**config.mk**
```make
export PLATFORM = sky130hd
export DESIGN_NAME = line_scan_edge_finder
export DESIGN_NICKNAME = d
export VERILOG_FILES = /design/src/hdl/lsef_pkg.sv /design/src/hdl/lsef_edge_track.sv /design/src/hdl/line_scan_edge_finder.sv
export SDC_FILE = /design/constraint.sdc
export NUM_CORES = 1
export LEC_CHECK = 0
export BUFFER_PORTS_ARGS = -buffer_cell sky130_fd_sc_hd__buf_4
export CORE_MARGIN = 2
export CORE_UTILIZATION = 40
export DETAILED_ROUTE_END_ITERATION = 12
export PLACE_DENSITY_LB_ADDON = 0.1
export SYNTH_ARGS = -nofsm -noshare
export SYNTH_HDL_FRONTEND = slang
export SYNTH_HIERARCHICAL = 1
export SYNTH_SLANG_ARGS = --single-unit
```
**constraint.sdc**
```tcl
create_clock -name clock -period 6.35 [get_ports clock]
set_clock_uncertainty 0.1 [all_clocks]
set_input_delay 0.3175 -clock clock [delete_from_list [all_inputs] [get_ports clock]]
set_output_delay 0.3175 -clock clock [all_outputs]
set_load 0.01 [all_outputs]
```
**src/hdl/lsef_pkg.sv**
```systemverilog
// Package for the line scan edge finder: field widths, the running
// extreme types and their start values, and the per-line result word.
// No dependencies.
`timescale 1ns / 1ps

package lsef_pkg;

   localparam int PIXEL_W = 12;
   localparam int EDGE_W  = 7;

   // pixel difference spans -4095..4095
   typedef logic signed [PIXEL_W:0]   rise_type;
   // running minimum starts above every difference
   typedef logic signed [PIXEL_W+1:0] fall_type;

   localparam rise_type RISE_START = -rise_type'(1);
   localparam fall_type FALL_START = fall_type'(8191);

   typedef struct packed {
      logic [EDGE_W-1:0] left_edge;
      logic [EDGE_W-1:0] right_edge;
      logic [EDGE_W-1:0] centre;
      logic              fell_back;
   } lsef_result_type;

endpackage

```
**src/hdl/lsef_edge_track.sv**
```systemverilog
// Per-line edge tracking: pixel difference, strongest rise and fall,
// and the end-of-line result. Depends on lsef_pkg.
`timescale 1ns / 1ps

module lsef_edge_track
   import lsef_pkg::*;
#(
   parameter int LINE_WIDTH  = 128,
   parameter int START_INDEX = 10,
   parameter int END_MARGIN  = 11
) (
   input  logic                 clock,
   input  logic                 reset,
   input  logic                 step,      // one pixel word consumed
   input  logic [PIXEL_W-1:0]   pixel,
   input  logic                 line_end,
   output lsef_result_type      result     // valid with step on the last pixel
);

   localparam int POS_W  = $clog2(LINE_WIDTH + 1);
   localparam int WIDE_W = (POS_W > EDGE_W) ? POS_W : EDGE_W;
   localparam logic [POS_W-1:0] WIN_START = POS_W'(START_INDEX);
   localparam logic [POS_W-1:0] WIN_END   = POS_W'(LINE_WIDTH - END_MARGIN);
   localparam logic [POS_W-1:0] POS_LIMIT = POS_W'(LINE_WIDTH);

   logic [PIXEL_W-1:0] prev_ff, prev_in;
   logic [POS_W-1:0]   pos_ff, pos_in;
   rise_type           rise_ff, rise_in;
   fall_type           fall_ff, fall_in;
   logic [POS_W-1:0]   left_ff, left_in;
   logic [POS_W-1:0]   right_ff, right_in;

   rise_type           diff;
   logic               in_window;
   logic               new_rise;
   logic               new_fall;
   rise_type           rise_upd;
   fall_type           fall_upd;
   logic [POS_W-1:0]   left_upd;
   logic [POS_W-1:0]   right_upd;
   logic               crossed;
   logic [WIDE_W-1:0]  left_wide;
   logic [WIDE_W-1:0]  right_wide;
   logic [WIDE_W:0]    sum;

   // difference and compares for the current pixel
   always_comb begin
      diff      = rise_type'({1'b0, pixel}) - rise_type'({1'b0, prev_ff});
      in_window = (pos_ff >= WIN_START) && (pos_ff < WIN_END);
      new_rise  = in_window && (diff > rise_ff);
      new_fall  = in_window && (fall_type'(diff) < fall_ff);
      rise_upd  = new_rise ? diff : rise_ff;
      fall_upd  = new_fall ? fall_type'(diff) : fall_ff;
      left_upd  = new_rise ? pos_ff : left_ff;
      right_upd = new_fall ? pos_ff : right_ff;
   end

   // end-of-line result; crossed edges fall back to the window ends
   always_comb begin
      crossed    = left_upd > right_upd;
      left_wide  = crossed ? WIDE_W'(WIN_START) : WIDE_W'(left_upd);
      right_wide = crossed ? WIDE_W'(WIN_END)   : WIDE_W'(right_upd);
      sum        = (WIDE_W + 1)'(left_wide) + (WIDE_W + 1)'(right_wide);
      result.left_edge  = left_wide[EDGE_W-1:0];
      result.right_edge = right_wide[EDGE_W-1:0];
      result.centre     = sum[EDGE_W:1];
      result.fell_back  = crossed;
   end

   // next state: new line after the last pixel, else keep tracking
   always_comb begin
      prev_in  = prev_ff;
      pos_in   = pos_ff;
      rise_in  = rise_ff;
      fall_in  = fall_ff;
      left_in  = left_ff;
      right_in = right_ff;
      if (step) begin
         prev_in = pixel;
         if (line_end) begin
            pos_in   = '0;
            rise_in  = RISE_START;
            fall_in  = FALL_START;
            left_in  = WIN_START;
            right_in = WIN_END;
         end else begin
            pos_in   = (pos_ff < POS_LIMIT) ? pos_ff + POS_W'(1) : pos_ff;
            rise_in  = rise_upd;
            fall_in  = fall_upd;
            left_in  = left_upd;
            right_in = right_upd;
         end
      end
   end

   always_ff @(posedge clock) begin
      if (reset) begin
         prev_ff  <= '0;
         pos_ff   <= '0;
         rise_ff  <= RISE_START;
         fall_ff  <= FALL_START;
         left_ff  <= WIN_START;
         right_ff <= WIN_END;
      end else begin
         prev_ff  <= prev_in;
         pos_ff   <= pos_in;
         rise_ff  <= rise_in;
         fall_ff  <= fall_in;
         left_ff  <= left_in;
         right_ff <= right_in;
      end
   end

endmodule

```
**src/hdl/line_scan_edge_finder.sv**
```systemverilog
// Line scan edge finder. Throughput: one pixel word per cycle.
// The result word for a line is written into the result register when the last
// pixel of the line moves on from the input register (the tracking logic runs
// between the two). The input stalls only while a line end waits on an
// unaccepted result word. Reset (synchronous, active high) empties both
// registers and starts a fresh line with the previous pixel at zero.
`timescale 1ns / 1ps

module line_scan_edge_finder
   import lsef_pkg::*;
#(
   parameter int LINE_WIDTH  = 128,
   parameter int START_INDEX = 10,
   parameter int END_MARGIN  = 11
) (
   input  logic        clock,
   input  logic        reset,
   input  logic        req_tvalid,
   output logic        req_tready,
   input  logic [15:0] req_tdata,   // [11:0] pixel, [15:12] zero
   input  logic        req_tlast,   // line_end
   output logic        rsp_tvalid,
   input  logic        rsp_tready,
   output logic [23:0] rsp_tdata,   // [6:0] left_edge, [13:7] right_edge,
                                    // [20:14] centre, [23:21] zero
   output logic [0:0]  rsp_tuser    // [0] fell_back
);

   logic               in_valid_ff, in_valid_in;
   logic [PIXEL_W-1:0] in_pixel_ff;
   logic               in_last_ff;
   logic               rsp_valid_ff, rsp_valid_in;
   lsef_result_type    rsp_data_ff;
   lsef_result_type    line_result;
   logic               advance;
   logic               accept;

   // a held pixel moves on unless it ends a line, the result slot is full and rsp_tready is low
   assign advance    = in_valid_ff && (!in_last_ff || !rsp_valid_ff || rsp_tready);
   assign req_tready = !in_valid_ff || advance;
   assign accept     = req_tvalid && req_tready;

   lsef_edge_track #(
      .LINE_WIDTH  (LINE_WIDTH),
      .START_INDEX (START_INDEX),
      .END_MARGIN  (END_MARGIN)
   ) u_track (
      .clock    (clock),
      .reset    (reset),
      .step     (advance),
      .pixel    (in_pixel_ff),
      .line_end (in_last_ff),
      .result   (line_result)
   );

   // valid flags of both registers
   always_comb begin
      in_valid_in = accept ? 1'b1 : (advance ? 1'b0 : in_valid_ff);
      if (advance && in_last_ff) begin
         rsp_valid_in = 1'b1;
      end else if (rsp_tready) begin
         rsp_valid_in = 1'b0;
      end else begin
         rsp_valid_in = rsp_valid_ff;
      end
   end

   always_ff @(posedge clock) begin
      if (reset) begin
         in_valid_ff  <= 1'b0;
         rsp_valid_ff <= 1'b0;
      end else begin
         in_valid_ff  <= in_valid_in;
         rsp_valid_ff <= rsp_valid_in;
      end
   end

   // payload registers
   always_ff @(posedge clock) begin
      if (accept) begin
         in_pixel_ff <= req_tdata[PIXEL_W-1:0];
         in_last_ff  <= req_tlast;
      end
      if (advance && in_last_ff) begin
         rsp_data_ff <= line_result;
      end
   end

   assign rsp_tvalid = rsp_valid_ff;
   assign rsp_tdata  = {3'b000, rsp_data_ff.centre, rsp_data_ff.right_edge,
                        rsp_data_ff.left_edge};
   assign rsp_tuser  = rsp_data_ff.fell_back;

endmodule

```
* Word level (Yosys, flattened, before mapping)
Cells that the tools add are included.
Operators by class: $add $sub $neg 3, multipliers 0, div/mod/pow operators 0, order comparisons 6, equality and inequality tests 0, shifts and indexed selects 0, multiplexer cells 16, bitwise gates (word level) 0, reductions and logical operators 20
Operators with widths (number):
- 2-to-1 mux 8 bit | 8
- 2-to-1 mux 14 bit | 2
- 2-to-1 mux 13 bit | 2
- < comparator 13 x 14 -> 1 bit | 1
- greater-than comparator 13 bit | 1
- subtractor 12 x 12 -> 13 bit | 1
- nonzero test 2 bit | 5
- adder 8 x 1 -> 8 bit, second input constant | 1
- adder 8 bit | 1
- greater-or-equal comparator 8 x 4 -> 1 bit, second input constant | 1
- greater-than comparator 8 bit | 1
- < comparator 8 x 7 -> 1 bit, second input constant | 1
- < comparator 8 bit, second input constant | 1
- logical AND 1 bit | 6
- AND reduction 2 bit | 3
- 2-to-1 mux 1 bit | 4
- zero test 1 bit | 3
- logical OR 1 bit | 3
Word-level totals: bits in registers 100, latch bits 0, bits in writable memories 0, memory bits (read-only) 0, input bits 21, output and inout port bits 27, word-level logic and storage cells 59, memories kept 0

* Depth between registers and ports, before layout
depth after elaboration 7, gate-level depth with buffers 38, gate-level depth less buffers 36

* Hierarchy
Netlist, hierarchy kept.
Modules (own cells, without submodules):
- lsef_edge_track | instances 1, cells each 581, area each 4621.9 um^2, seq. area each 1261.2 um^2
- line_scan_edge_finder | instances 1, cells each 51, area each 1181.1 um^2, seq. area each 1091.0 um^2

* Worst setup path before layout
OpenSTA, ideal clock, no wires.
kind register to register, from reg in_pixel_ff[0], to reg rsp_data_ff (netlist bit rsp_tdata[20]) (data pin), setup time 277 ps, arrival time 6641 ps, data required time 5973 ps, setup slack -669 ps, stages on the path, launching flop included 37, buffers on the path 2, clock period less this slack 7019 ps, cells stage by stage edfxtp_1 inv_1 ha_1 fa_1 nor2b_1 o21ai_0 a21boi_1 o21ai_0 a21boi_1 o21ai_0 a21boi_1 o21a_1 or3_1 and2_1 ha_1 a21oi_1 o21a_1 o21ai_0 or4b_1 nand2_2 buf_12 mux2i_1 inv_1 ha_1 nand4_1 nand3b_1 and2_2 inv_1 clkbuf_1 or2_2 inv_1 ha_1 nor4bb_1 o31a_1 o211a_1 nor3b_2 o311ai_2
RTL lines:
- from (decl) | line line_scan_edge_finder.sv:30 | logic [PIXEL_W-1:0] in_pixel_ff;
- from (signal assigned) | line line_scan_edge_finder.sv:81 | in_pixel_ff <= req_tdata[PIXEL_W-1:0];
- to (signal assigned) | line line_scan_edge_finder.sv:85 | rsp_data_ff <= line_result;
- to (decl) | line line_scan_edge_finder.sv:33 | lsef_result_type rsp_data_ff;

==> run_results.csv <==
group,metric,value,unit
outcome,run_status,"finished with violations",
outcome,failed_checks,"negative setup slack",
global_routing,use_met1,24.6,%
setup_path,critPathArrivalTime,6620,ps
floorplanning,fp.dieH,124,um
setup_path,reg2reg_slack,-280,ps
clock_tree,htree_levels,3,
global_routing,antenna_found_initial,0,
floorplanning,initial_utilization,40.4,%
sta,hold_violations,0,
global_routing,grt-ovfl-total,0,
clock_tree,numCtsBuffers,9,
global_routing,gr-max-usage-layer,"met2",
drt,drt-initial-drc-count,237,
setup_path,cp_max_fo,8,
finish,areaGrowthSynthToFinish,29.8,%
drt,post-route-drc-count,0,
floorplanning,die_area,0.0155,mm^2
sta,post-route-period-util,104,%
logic_synthesis,async_flop_share,0,%
floorplanning,num_rows,44,
floorplanning,io_pins,48,
drt,via_per_inst,5.09,
min_path,min_path_type,"in -> reg",
min_path,min_from,"req_tdata[2]",
setup_path,cp_data_required_time,6330,ps
setup_path,max_stage_delay,550,ps
sta,max_slew_margin,20.9,%
logic_synthesis,synth_warnings,6,
logic_synthesis,synth_ff_type,"dfxtp_1",
floorplanning,die_w,124,um
clock_tree,cts_hold_buf,0,
finish,drive_above_1_share,29.1,%
clock_tree,clockBufferDepth,2,
setup_path,r2r_cells,35,
finish,n_antenna_cell,0,
logic_synthesis,syn_area_per_cell,9.18,um^2
placement,numPortBuffers,40,
sta,setup_violations,5,
placement,hpwl,9.79,mm
power_and_ir_drop,p_leak,3.29,nW
placement,pre_cts_slack,-659,ps
logic_synthesis,ys_types,67,
finish,multi_input_area,0.00343,mm^2
sta,worst_pin_slew,1190,ps
drt,ant_nets,0,
logic_synthesis,ys_ff_latch,100,
logic_synthesis,yosysMostFrequentCell,"nor2_1",
run,cap_violations,0,
logic_synthesis,yosys-top-cells-area,"dfxtp_1 22%, edfxtp_1 18%, ha_1 11%",
clock_tree,insertion_delay,360,ps
logic_synthesis,synth_commonest_cells,"90 x nor2_1, 66 x inv_1, 65 x dfxtp_1",
logic_synthesis,yosysTopAreaCellShare,22.4,%
global_routing,grt_pass1_vias,4519,
sta,final.setup.worst_slack,-283,ps
finish,fill_cells,1326,
setup_path,start_kind,"flop",
finish,seq_area,0.00235,mm^2
sta,rsz0062_at_grt,"yes",
drt,dr.pass1.iters,4,
drt,wl,13.9,mm
floorplanning,core_area,0.0144,mm^2
power_and_ir_drop,vdd_drop_max,0.182,mV
setup_path,end_kind,"flop",
global_routing,grt_util_met3,3.74,%
setup_path,crit_path_end,"rsp_tdata[20]",
setup_path,path_class,"reg -> reg",
global_routing,grt_use_total,18.0,%
setup_path,crit_path_frequent_cell,"o21ai_2",
clock_tree,path_clk_slew,70,ps
global_routing,grt_pass1_wl,22.4,mm
drt,via_count,4712,
finish,num-nets-final,812,
clock_tree,cts.sinks,100,
setup_path,reg2reg_from,"in_pixel_ff[0]",
sta,timing.fmax,151,MHz
power_and_ir_drop,power_density,202,mW/mm^2
logic_synthesis,yosysSeqAreaShare,40.5,%
logic_synthesis,syn_inst,632,
sta,slew_viol_final,0,
placement,post_dp_cell_area,0.00680,mm^2
setup_path,slowest_stage,"or4b_4",
clock_tree,tritoncts,"done",
setup_path,r2r-end,"rsp_tdata[20]",
setup_path,critPathLaunch,"in_pixel_ff[0]",
clock_tree,cts_root_buf,"clkbuf_16",
drt,wl_per_cell,15.0,um
global_routing,grt_util_met2,29.0,%
logic_synthesis,synth_largest_area_cell,"dfxtp_1",
sta,period_needed,6630,ps
finish,stdcell_area,0.00753,mm^2
placement,gp_congestion,0.832,
logic_synthesis,synth-edff-count,35,
global_routing,grt_max_degree,54,
logic_synthesis,netlist_area,0.00580,mm^2
worst max-delay path: cells and delay by family, from the launching register on:
family,cells,cell delay (ps)
mux,1,220
compound gates,12,1820
flops,1,340
simple gates,11,2140
buf+inv,6,500
fa+ha+maj,5,1230
cell type report:
type | count | area share [%]
inverters | 69 | 3.50
clock inverters | 6 | 1.16
repair buffers | 119 | 12.4
flip-flops and latches | 100 | 31.2
multi-input cells | 437 | 45.5
well taps | 184 | 3.06
clock buffers | 10 | 3.04
per-stage QoR:
step / setup TNS (ps) / hold slack, ps / util (%) / power, mW / std cells
after floorplan: -334 / 287 / - / 0.847 / 634
after global placement: -2620 / 323 / 47.3 / 0.912 / 894
after detailed placement: -3440 / 326 / 47.3 / 0.916 / 894
after CTS: -1960 / 20.8 / 51.0 / 1.52 / 921
after global routing: -3520 / 19.1 / 52.4 / 1.59 / 925
final: -1070 / 36.2 / 52.4 / 1.52 / 925
sequential cells by signal, indices dropped and copies added, names as in the netlist, 8 cells and up:
register	cells
in_pixel_ff	12
rsp_tdata	21
u_track/fall_ff	14
u_track/left_ff	8
u_track/pos_ff	8
u_track/prev_ff	12
u_track/right_ff	8
u_track/rise_ff	13
placed cells by master, fill, tap and decap left out, drive strengths merged, types with 24 or more instances in the layout:
cell type and instances:
inv 70, mux2i 29, nand2 43, buf 119
edfxtp 35, nor2 91, o21ai 31, ha 53
a21oi 24, dfxtp 65
logic make-up after synthesis:
logic type      after synthesis  share of synthesized area (%)
simple gates                210                           17.5
xor+xnor                     15                           2.26
fa+ha+maj                    55                           12.1
other cells                   1                         0.0646
flops                       100                           40.5
mux                          31                           5.95
buf+inv                      97                           7.20
compound gates              123                           14.3
worst min path at each step:
stage,end,depth (start not counted)
after floorplan,in_valid_ff,1
after global placement,u_track/left_ff[7],2
after detailed placement,u_track/right_ff[7],2
after CTS,in_pixel_ff[2],1
after global routing,in_pixel_ff[0],1
final,in_pixel_ff[2],1
layer usage:
layer | vias to the layer above | routed length [um]
met5 | - | 0
met4 | 0 | 201
met2 | 78 | 6290
li1 | 2385 | -
met1 | 2237 | 6890
met3 | 12 | 526
timing repair:
| action | in CTS | in global routing |
|---|---|---|
| endpoints found under the setup margin | 7 | 7 |
| setup buffers | 10 | 4 |
| resized for setup | 25 | 34 |
| pin swaps | 25 | 19 |
| gates cloned | 1 | 0 |
| endpoints found under the hold margin | 0 | 0 |
power by group:
group / switching [mW] / internal (mW)
Sequential: 0.0116 / 0.681
Combinational: 0.127 / 0.103
Clock: 0.250 / 0.346
Total: 0.389 / 1.13
Power figures use the tool's default switching activity.
